===== src/rtl/sbnd_pkg.sv =====
`timescale 1ns / 1ps

package sbnd_pkg;

    localparam int FADE_STEPS   = 10;
    localparam int LEVEL_W      = 7;
    localparam int MINUTE_W     = 11;
    localparam int CFG_IDX_W    = 2;
    localparam int CFG_DATA_W   = 11;

    localparam int LEVEL_MAX    = 100;
    localparam int STEP_W       = $clog2(FADE_STEPS);
    localparam int MAG_W        = $clog2(LEVEL_MAX * (FADE_STEPS - 1) + 1);
    localparam int RECIP_SHIFT  = 20;
    localparam int RECIP_W      = RECIP_SHIFT;
    localparam int RECIP_MUL    = ((2 ** RECIP_SHIFT) + FADE_STEPS - 1) / FADE_STEPS;
    localparam int PROD_W       = MAG_W + RECIP_W;

    localparam logic [CFG_IDX_W-1:0] CFG_NIGHT_ENABLED = 2'd0;
    localparam logic [CFG_IDX_W-1:0] CFG_START_MINUTE  = 2'd1;
    localparam logic [CFG_IDX_W-1:0] CFG_END_MINUTE    = 2'd2;
    localparam logic [CFG_IDX_W-1:0] CFG_NIGHT_LEVEL   = 2'd3;

    localparam logic [MINUTE_W-1:0] START_MINUTE_RST = 11'd1290;
    localparam logic [MINUTE_W-1:0] END_MINUTE_RST   = 11'd390;
    localparam logic [LEVEL_W-1:0]  NIGHT_LEVEL_RST  = 7'd15;
    localparam logic [LEVEL_W-1:0]  DAY_LEVEL_RST    = 7'd80;
    localparam logic [LEVEL_W-1:0]  LEVEL_HI         = 7'd100;
    localparam logic [LEVEL_W-1:0]  LEVEL_LO         = 7'd1;

    typedef struct packed {
        logic load_in;
        logic eval;
        logic step_mul;
        logic emit_step;
        logic emit_final;
    } cmd_t;

    typedef struct packed {
        logic fade;
        logic has_steps;
        logic more_steps;
        logic out_free;
    } status_t;

endpackage


===== src/rtl/sbnd_in_if.sv =====
`timescale 1ns / 1ps

interface sbnd_in_if;
    logic                            valid;
    logic                            ready;
    logic [sbnd_pkg::MINUTE_W-1:0]   minute_of_day;
    logic                            time_valid;
    logic                            alarm_active;
    logic                            user_idle;
    logic [sbnd_pkg::LEVEL_W-1:0]    manual_level;

    modport source (
        output valid, minute_of_day, time_valid, alarm_active, user_idle, manual_level,
        input  ready
    );

    modport sink (
        input  valid, minute_of_day, time_valid, alarm_active, user_idle, manual_level,
        output ready
    );
endinterface


===== src/rtl/sbnd_out_if.sv =====
`timescale 1ns / 1ps

interface sbnd_out_if;
    logic                         valid;
    logic                         ready;
    logic [sbnd_pkg::LEVEL_W-1:0] level;
    logic                         last;
    logic                         night_mode;

    modport source (
        output valid, level, last, night_mode,
        input  ready
    );

    modport sink (
        input  valid, level, last, night_mode,
        output ready
    );
endinterface


===== src/rtl/sbnd_ctrl.sv =====
`timescale 1ns / 1ps

module sbnd_ctrl (
    input  logic              clk,
    input  logic              rst_n,
    input  logic              in_valid,
    output logic              in_ready,
    input  sbnd_pkg::status_t status,
    output sbnd_pkg::cmd_t    cmd
);

    typedef enum logic [2:0] {
        S_IDLE,
        S_EVAL,
        S_MUL,
        S_EMIT,
        S_FINAL
    } state_t;

    state_t state_reg;
    state_t state_next;

    always_comb
    begin
        state_next = state_reg;
        cmd        = '0;
        in_ready   = 1'b0;
        case (state_reg)
            S_IDLE:
            begin
                in_ready = 1'b1;
                if (in_valid)
                begin
                    cmd.load_in = 1'b1;
                    state_next  = S_EVAL;
                end
            end
            S_EVAL:
            begin
                cmd.eval = 1'b1;
                if (!status.fade)
                    state_next = S_IDLE;
                else if (status.has_steps)
                    state_next = S_MUL;
                else
                    state_next = S_FINAL;
            end
            S_MUL:
            begin
                cmd.step_mul = 1'b1;
                state_next   = S_EMIT;
            end
            S_EMIT:
            begin
                if (status.out_free)
                begin
                    cmd.emit_step = 1'b1;
                    state_next    = status.more_steps ? S_MUL : S_FINAL;
                end
            end
            S_FINAL:
            begin
                if (status.out_free)
                begin
                    cmd.emit_final = 1'b1;
                    state_next     = S_IDLE;
                end
            end
            default:
            begin
                state_next = S_IDLE;
            end
        endcase
    end

    always_ff @(posedge clk or negedge rst_n)
    begin
        if (!rst_n)
            state_reg <= S_IDLE;
        else
            state_reg <= state_next;
    end

endmodule


===== src/rtl/sbnd_datapath.sv =====
`timescale 1ns / 1ps

module sbnd_datapath (
    input  logic                              clk,
    input  logic                              rst_n,
    input  logic                              cfg_we,
    input  logic [sbnd_pkg::CFG_IDX_W-1:0]    cfg_index,
    input  logic [sbnd_pkg::CFG_DATA_W-1:0]   cfg_data,
    input  logic [sbnd_pkg::MINUTE_W-1:0]     in_minute_of_day,
    input  logic                              in_time_valid,
    input  logic                              in_alarm_active,
    input  logic                              in_user_idle,
    input  logic [sbnd_pkg::LEVEL_W-1:0]      in_manual_level,
    input  logic                              out_ready,
    output logic                              out_valid,
    output logic [sbnd_pkg::LEVEL_W-1:0]      out_level,
    output logic                              out_last,
    output logic                              out_night_mode,
    input  sbnd_pkg::cmd_t                    cmd,
    output sbnd_pkg::status_t                 status
);

    localparam int LW = sbnd_pkg::LEVEL_W;
    localparam int MW = sbnd_pkg::MINUTE_W;

    // configuration
    logic          night_enabled_reg;
    logic [MW-1:0] start_minute_reg;
    logic [MW-1:0] end_minute_reg;
    logic [LW-1:0] night_level_reg;

    // latched request
    logic [MW-1:0] minute_reg;
    logic          tvalid_reg;
    logic          alarm_reg;
    logic          idle_reg;
    logic [LW-1:0] manual_reg;

    // block state
    logic          alarm_held_reg;
    logic          night_applied_reg;
    logic [LW-1:0] driven_level_reg;
    logic [LW-1:0] day_lvl_reg;

    // fade datapath
    logic [LW-1:0]                     from_reg;
    logic [LW-1:0]                     to_reg;
    logic                              want_reg;
    logic                              neg_reg;
    logic [LW-1:0]                     absdiff_reg;
    logic [sbnd_pkg::MAG_W-1:0]        mag_reg;
    logic [sbnd_pkg::STEP_W-1:0]       step_reg;
    logic [sbnd_pkg::PROD_W-1:0]       prod_reg;

    // result register
    logic          out_valid_reg;
    logic [LW-1:0] out_level_reg;
    logic          out_last_reg;
    logic          out_night_reg;

    logic          in_window;
    logic          want;
    logic          fade;
    logic [LW-1:0] target;
    logic [LW-1:0] to_val;
    logic [LW-1:0] from_val;
    logic [LW-1:0] manual_sat;
    logic [LW-1:0] quot;
    logic [LW:0]   lvl_wide;
    logic          out_free;

    always_comb
    begin
        if (start_minute_reg == end_minute_reg)
            in_window = 1'b0;
        else if (start_minute_reg < end_minute_reg)
            in_window = (minute_reg >= start_minute_reg) && (minute_reg < end_minute_reg);
        else
            in_window = (minute_reg >= start_minute_reg) || (minute_reg < end_minute_reg);
    end

    assign want = night_enabled_reg && tvalid_reg && in_window;

    // fade needed: no alarm, not tracking, an edge or an alarm end, user present
    assign fade = !alarm_reg && (want || night_applied_reg)
                  && ((want != night_applied_reg) || alarm_held_reg) && !idle_reg;

    assign target = want ? night_level_reg : day_lvl_reg;

    always_comb
    begin
        if (target < sbnd_pkg::LEVEL_LO)
            to_val = sbnd_pkg::LEVEL_LO;
        else if (target > sbnd_pkg::LEVEL_HI)
            to_val = sbnd_pkg::LEVEL_HI;
        else
            to_val = target;
    end

    assign from_val   = (driven_level_reg != '0) ? driven_level_reg : to_val;
    assign manual_sat = (manual_reg > sbnd_pkg::LEVEL_HI) ? sbnd_pkg::LEVEL_HI : manual_reg;

    assign quot     = prod_reg[sbnd_pkg::RECIP_SHIFT +: LW];
    assign lvl_wide = neg_reg ? ({1'b0, from_reg} - {1'b0, quot})
                              : ({1'b0, from_reg} + {1'b0, quot});

    assign out_free = !out_valid_reg || out_ready;

    assign status.fade       = fade;
    assign status.has_steps  = (from_val != to_val);
    assign status.more_steps = (step_reg != sbnd_pkg::STEP_W'(sbnd_pkg::FADE_STEPS - 1));
    assign status.out_free   = out_free;

    assign out_valid      = out_valid_reg;
    assign out_level      = out_level_reg;
    assign out_last       = out_last_reg;
    assign out_night_mode = out_night_reg;

    always_ff @(posedge clk or negedge rst_n)
    begin
        if (!rst_n)
        begin
            night_enabled_reg <= 1'b0;
            start_minute_reg  <= sbnd_pkg::START_MINUTE_RST;
            end_minute_reg    <= sbnd_pkg::END_MINUTE_RST;
            night_level_reg   <= sbnd_pkg::NIGHT_LEVEL_RST;
        end
        else if (cfg_we)
        begin
            case (cfg_index)
                sbnd_pkg::CFG_NIGHT_ENABLED: night_enabled_reg <= cfg_data[0];
                sbnd_pkg::CFG_START_MINUTE:  start_minute_reg  <= cfg_data[MW-1:0];
                sbnd_pkg::CFG_END_MINUTE:    end_minute_reg    <= cfg_data[MW-1:0];
                sbnd_pkg::CFG_NIGHT_LEVEL:   night_level_reg   <= cfg_data[LW-1:0];
                default:                     night_enabled_reg <= night_enabled_reg;
            endcase
        end
    end

    always_ff @(posedge clk)
    begin
        if (cmd.load_in)
        begin
            minute_reg <= in_minute_of_day;
            tvalid_reg <= in_time_valid;
            alarm_reg  <= in_alarm_active;
            idle_reg   <= in_user_idle;
            manual_reg <= in_manual_level;
        end
    end

    always_ff @(posedge clk or negedge rst_n)
    begin
        if (!rst_n)
        begin
            alarm_held_reg    <= 1'b0;
            night_applied_reg <= 1'b0;
            driven_level_reg  <= '0;
            day_lvl_reg       <= sbnd_pkg::DAY_LEVEL_RST;
        end
        else if (cmd.eval)
        begin
            if (alarm_reg)
                alarm_held_reg <= 1'b1;
            else
            begin
                alarm_held_reg <= 1'b0;
                if (!want && !night_applied_reg)
                begin
                    if (manual_reg != '0)
                    begin
                        day_lvl_reg      <= manual_sat;
                        driven_level_reg <= manual_sat;
                    end
                end
                else if ((want != night_applied_reg) || alarm_held_reg)
                begin
                    night_applied_reg <= want;
                    driven_level_reg  <= idle_reg ? '0 : to_val;
                end
            end
        end
    end

    always_ff @(posedge clk)
    begin
        if (cmd.eval)
        begin
            from_reg    <= from_val;
            to_reg      <= to_val;
            want_reg    <= want;
            neg_reg     <= (to_val < from_val);
            absdiff_reg <= (to_val < from_val) ? (from_val - to_val) : (to_val - from_val);
            mag_reg     <= sbnd_pkg::MAG_W'((to_val < from_val) ? (from_val - to_val)
                                                                 : (to_val - from_val));
            step_reg    <= sbnd_pkg::STEP_W'(1);
        end
        else if (cmd.emit_step)
        begin
            mag_reg  <= mag_reg + sbnd_pkg::MAG_W'(absdiff_reg);
            step_reg <= step_reg + sbnd_pkg::STEP_W'(1);
        end
        if (cmd.step_mul)
            prod_reg <= sbnd_pkg::PROD_W'(mag_reg)
                        * sbnd_pkg::PROD_W'(sbnd_pkg::RECIP_MUL);
    end

    always_ff @(posedge clk or negedge rst_n)
    begin
        if (!rst_n)
            out_valid_reg <= 1'b0;
        else if (cmd.emit_step || cmd.emit_final)
            out_valid_reg <= 1'b1;
        else if (out_ready)
            out_valid_reg <= 1'b0;
    end

    always_ff @(posedge clk)
    begin
        if (cmd.emit_step)
        begin
            out_level_reg <= lvl_wide[LW-1:0];
            out_last_reg  <= 1'b0;
            out_night_reg <= want_reg;
        end
        else if (cmd.emit_final)
        begin
            out_level_reg <= to_reg;
            out_last_reg  <= 1'b1;
            out_night_reg <= want_reg;
        end
    end

endmodule


===== src/rtl/scheduled_backlight_night_dimmer_top.sv =====
`timescale 1ns / 1ps

// Scheduled backlight night dimmer.
// Requests arrive on in_ch (minute of day, time valid, alarm, user idle,
// manual level); levels leave on out_ch, none, one or several per request,
// the final level of a fade marked with last. Registers are written through
// cfg_we / cfg_index / cfg_data; the user must write them only while the
// block is idle, the block itself does not enforce it.
// One request is handled at a time. A fade with intermediate levels runs
// the step loop of the sequencer: S_MUL through the reciprocal multiplier
// that replaces the divide by FADE_STEPS, then S_EMIT to emit. A fade that
// only drives the target goes from S_EVAL straight to S_FINAL.
// A level waits in the output register while out_ch.ready is low; the
// sequencer holds until it is taken, and in_ch.ready stays low until the
// final level of the fade has entered the output register.
// Reset (rst_n, async, active low) restores the register defaults, clears
// the alarm and night flags, marks the driven level unknown and sets the
// day level to 80.
module scheduled_backlight_night_dimmer_top (
    input  logic                              clk,
    input  logic                              rst_n,
    input  logic                              cfg_we,
    input  logic [sbnd_pkg::CFG_IDX_W-1:0]    cfg_index,
    input  logic [sbnd_pkg::CFG_DATA_W-1:0]   cfg_data,
    sbnd_in_if.sink                           in_ch,
    sbnd_out_if.source                        out_ch
);

    sbnd_pkg::cmd_t    cmd;
    sbnd_pkg::status_t status;

    sbnd_ctrl u_ctrl (
        .clk      (clk),
        .rst_n    (rst_n),
        .in_valid (in_ch.valid),
        .in_ready (in_ch.ready),
        .status   (status),
        .cmd      (cmd)
    );

    sbnd_datapath u_datapath (
        .clk              (clk),
        .rst_n            (rst_n),
        .cfg_we           (cfg_we),
        .cfg_index        (cfg_index),
        .cfg_data         (cfg_data),
        .in_minute_of_day (in_ch.minute_of_day),
        .in_time_valid    (in_ch.time_valid),
        .in_alarm_active  (in_ch.alarm_active),
        .in_user_idle     (in_ch.user_idle),
        .in_manual_level  (in_ch.manual_level),
        .out_ready        (out_ch.ready),
        .out_valid        (out_ch.valid),
        .out_level        (out_ch.level),
        .out_last         (out_ch.last),
        .out_night_mode   (out_ch.night_mode),
        .cmd              (cmd),
        .status           (status)
    );

endmodule

===== src/flat_wrapper.sv =====
// flat-port wrapper written by rule: the top's interface ports become plain ports
module scheduled_backlight_night_dimmer_top_flat 
  (clk, rst_n, cfg_we, cfg_index, cfg_data, in_ch_valid, in_ch_minute_of_day, in_ch_time_valid, in_ch_alarm_active, in_ch_user_idle, in_ch_manual_level, in_ch_ready, out_ch_valid, out_ch_level, out_ch_last, out_ch_night_mode, out_ch_ready);
  sbnd_in_if in_ch_i ();
  sbnd_out_if out_ch_i ();
  input  logic clk;
  input  logic rst_n;
  input  logic cfg_we;
  input  logic [sbnd_pkg::CFG_IDX_W-1:0] cfg_index;
  input  logic [sbnd_pkg::CFG_DATA_W-1:0] cfg_data;
  input wire logic [$bits(in_ch_i.valid)-1:0] in_ch_valid;
  input wire logic [$bits(in_ch_i.minute_of_day)-1:0] in_ch_minute_of_day;
  input wire logic [$bits(in_ch_i.time_valid)-1:0] in_ch_time_valid;
  input wire logic [$bits(in_ch_i.alarm_active)-1:0] in_ch_alarm_active;
  input wire logic [$bits(in_ch_i.user_idle)-1:0] in_ch_user_idle;
  input wire logic [$bits(in_ch_i.manual_level)-1:0] in_ch_manual_level;
  output wire logic [$bits(in_ch_i.ready)-1:0] in_ch_ready;
  output wire logic [$bits(out_ch_i.valid)-1:0] out_ch_valid;
  output wire logic [$bits(out_ch_i.level)-1:0] out_ch_level;
  output wire logic [$bits(out_ch_i.last)-1:0] out_ch_last;
  output wire logic [$bits(out_ch_i.night_mode)-1:0] out_ch_night_mode;
  input wire logic [$bits(out_ch_i.ready)-1:0] out_ch_ready;
  assign in_ch_i.valid = in_ch_valid;
  assign in_ch_i.minute_of_day = in_ch_minute_of_day;
  assign in_ch_i.time_valid = in_ch_time_valid;
  assign in_ch_i.alarm_active = in_ch_alarm_active;
  assign in_ch_i.user_idle = in_ch_user_idle;
  assign in_ch_i.manual_level = in_ch_manual_level;
  assign in_ch_ready = in_ch_i.ready;
  assign out_ch_valid = out_ch_i.valid;
  assign out_ch_level = out_ch_i.level;
  assign out_ch_last = out_ch_i.last;
  assign out_ch_night_mode = out_ch_i.night_mode;
  assign out_ch_i.ready = out_ch_ready;
  scheduled_backlight_night_dimmer_top u_core (.clk(clk), .rst_n(rst_n), .cfg_we(cfg_we), .cfg_index(cfg_index), .cfg_data(cfg_data), .in_ch(in_ch_i), .out_ch(out_ch_i));
endmodule

===== config.mk =====
export PLATFORM = sky130hd
export DESIGN_NAME = scheduled_backlight_night_dimmer_top_flat
export DESIGN_NICKNAME = d
export VERILOG_FILES = /design/src/rtl/sbnd_pkg.sv /design/src/rtl/sbnd_in_if.sv /design/src/rtl/sbnd_out_if.sv /design/src/rtl/sbnd_ctrl.sv /design/src/rtl/sbnd_datapath.sv /design/src/rtl/scheduled_backlight_night_dimmer_top.sv /design/src/flat_wrapper.sv
export SDC_FILE = /design/constraint.sdc
export NUM_CORES = 1
export LEC_CHECK = 0
export ABC_CLOCK_PERIOD_IN_PS = 7400
export BUFFER_PORTS_ARGS = -buffer_cell sky130_fd_sc_hd__buf_2
export CAP_MARGIN = 25
export CORE_UTILIZATION = 60
export DETAILED_ROUTE_END_ITERATION = 6
export GPL_ROUTABILITY_DRIVEN = 0
export PLACE_DENSITY = 0.79
export REMOVE_ABC_BUFFERS = 1
export SLEW_MARGIN = 20
export SYNTH_ARGS = -nofsm -noshare
export SYNTH_HDL_FRONTEND = slang
export SYNTH_SLANG_ARGS = --single-unit

===== constraint.sdc =====
create_clock -name clk -period 7.4 [get_ports clk]
set_input_delay 1.11 -clock clk [delete_from_list [all_inputs] [get_ports clk]]
set_output_delay 1.11 -clock clk [all_outputs]
set_load 0.1 [all_outputs]

==> metrics <==
Synth Flop Type edfxtp_1; most frequent cell after synthesis ha_1; WL per Instance 17.7 um; EDFF count, synth 69; Synth area leader edfxtp_1; critical path class register to register; fraction of registers with async set or reset after synthesis 0.403; die area around 15000 um2; register area 3440 um2; number of global-route vias before repair 6498; startpoint types register; fmax 169 MHz; Setup WS post-layout roughly 1.5 ns; TNS Setup 0 ns; average size of a mapped cell about 11 um2; Worst Path Arrival 6.20 ns; outcome complete, no violations; Iter 0 DRT Violations between 300 and 400; number of port buffers 49; first-pass GRT wire length 31600 um; layout cells sized above 1 0.168; Netlist cell types 65; Die Y 123 um; H-tree depth 4; Worst Hold Class register to register; via count 6359; data required time at the worst endpoint 7.68 ns; detail-routed via count per cell about 6; final cell count without fillers 1065; sequential fraction of the synthesis area 0.389; Synth Cell Area just under 9000 um2; Buffers & Inverters on Critical Path 3; CP Max Fanout 9; Multi-input gate area 4910 um2; Resized Gates After CTS 0; unrepaired setup endpoints after global routing false; Slew Limit Fails 0; TritonCTS clock tree yes; # setup viols final 0; final instance area 9920 um2; Ys Warns 0; Site Rows 43; # IOs 50; DP Cell Count between 1000 and 1500; # fillers 1014; clk_lat worst skew about 0.42 ns; Crit path max-delay family compound AO/OA/AOI/OAI gates; Max Root-Sink Buffers 2; largest net degree at the start of global routing 51; Max Cap Violations 0; fin crit share 0.801; top-area cell type share of the netlist area 0.234; chip width 123 um; Final ANT Viol Nets 0; crit-path cells inv_1 -> ha_1 -> a211oi_1 -> o21bai_1 -> a211oi_2 -> nor3_2 -> o211a_1 -> inv_6 -> mux2_2 -> and2_1 -> o21a_1 -> nor2_1 -> a21o_1 -> inv_1 -> ha_1 -> nand3_1 -> or2_2 -> o21ai_0 -> a31o_1 -> mux2i_1 -> mux2_4 -> nor3_2 -> a21o_1; nets@finish 1073; final WL 18900 um; most frequent cells after synthesis ha_1 (128), inv_1 (110), edfxtp_1 (69); clock sink count 124; core area 14100 um2; CTS clock-pin slew for the worst setup and hold paths 0.06 ns; Ant. Diodes 0; worst slew pin tran slightly below 0.8 ns; cts hold-fix bufs 0; Initial Utilization 0.625; initial antenna violation count 0; gr ovfl total 0; HPWL after DPL 14300 um; Layout area overhead 12.3%; time the worst path needs with I/O delays and setup about 5.9 ns; Final Skew between 0.01 and 0.015 ns; root buf cell clkbuf_16; top post-synthesis cells by area edfxtp_1 (23%), ha_1 (18%), dfrtp_1 (10%); #FFs+latches synth 124; 1st-pass router iterations 5; Post-Syn Instances between 800 and 900; slew margin rel. 0.484; DR DRC count 0; CP peak stage delay 0.53 ns; final-report hold violation count 0; CP Capture Type register; buffer count from post-CTS setup fixing 0; GRT Total Usage 0.274; CP max stage cell dfstp_2; post-place setup slack ~1.6 ns; Num CTS Buffers 17; placed inst area approximately 9300 um2
-- layout by cell type, fill, tap and decap left out, types with 3 or more instances in the layout --
master and count:
ha_1 128, inv_1 110, edfxtp_1 69, nor2_1 58
buf_2 49, nand2_1 47, a21oi_1 43, dfrtp_1 36
mux2_2 35, fa_1 34, o21ai_0 31, clkbuf_16 22
a21o_1 20, xnor2_1 18, dfstp_2 14, mux2i_1 12
xor2_1 12, nand3_1 10, nor3_1 10, nor2b_1 6
o21ai_1 6, nand4_1 6, and2_1 6, o21a_1 6
a31oi_1 6, a211oi_1 5, inv_6 5, nand2b_1 5
dfxtp_1 5, nand3b_1 4, or2_2 4, a22oi_1 4
a221oi_1 4, o21bai_1 3, a32o_1 3
-- final cells by class --
cell class / instances / area share
clock buffers: 24 / 0.0572
inverters: 112 / 0.0429
flip-flops and latches: 124 / 0.347
clock inverters: 8 / 0.00580
multi-input cells: 565 / 0.495
repair buffers: 52 / 0.0298
well taps: 180 / 0.0227
-- worst paths after layout --
check                                                      end                           startpoint  depth (start not counted)  slack [ns]
min in group asynchronous     u_core.u_datapath.alarm_held_reg                                rst_n                          2        0.79
max in group asynchronous  u_core.u_datapath.end_minute_reg[6]                                rst_n                          2        6.16
min                           u_core.u_datapath.alarm_held_reg     u_core.u_datapath.alarm_held_reg                          2        0.49
min reg2reg                   u_core.u_datapath.alarm_held_reg     u_core.u_datapath.alarm_held_reg                          2        0.49
max                               u_core.u_datapath.mag_reg[6]  u_core.u_datapath.end_minute_reg[8]                         23        1.48
max reg2reg                       u_core.u_datapath.mag_reg[6]  u_core.u_datapath.end_minute_reg[8]                         23        1.48
-- kinds of logic after synthesis --
group,count (synthesis),synth area share
and+or+nand+nor,170,0.0932
adders and majority gates,162,0.258
AOI/OAI and AO/OA,155,0.114
buffers and inverters,125,0.0554
DFF,124,0.389
muxes,48,0.0599
xor gates and xnor gates,30,0.0297
-- metrics by stage --
stage / hold WS [ns] / utilization
5_1_grt: 0.522 / 0.701
3_3_place_gp: 0.455 / 0.654
2_1_floorplan: 0.400 / -
6_report: 0.494 / 0.701
3_5_place_dp: 0.473 / 0.656
4_1_cts: 0.497 / 0.700
-- per-layer routing --
layer | routed length, um | global-route usage
met2 | 9770 | 0.493
met4 | 291 | 0.0753
met3 | 1030 | 0.0530
met1 | 7790 | 0.335
met5 | 0 | 0
-- tightest hold or removal path: cells and delay by family (launching register included) --
kind          cells  cell delay, ns
flops             1            0.36
simple gates      2            0.11
Power is not shown: default switching activity piles up to over one toggle a cycle in this logic, so the estimate is an artifact.
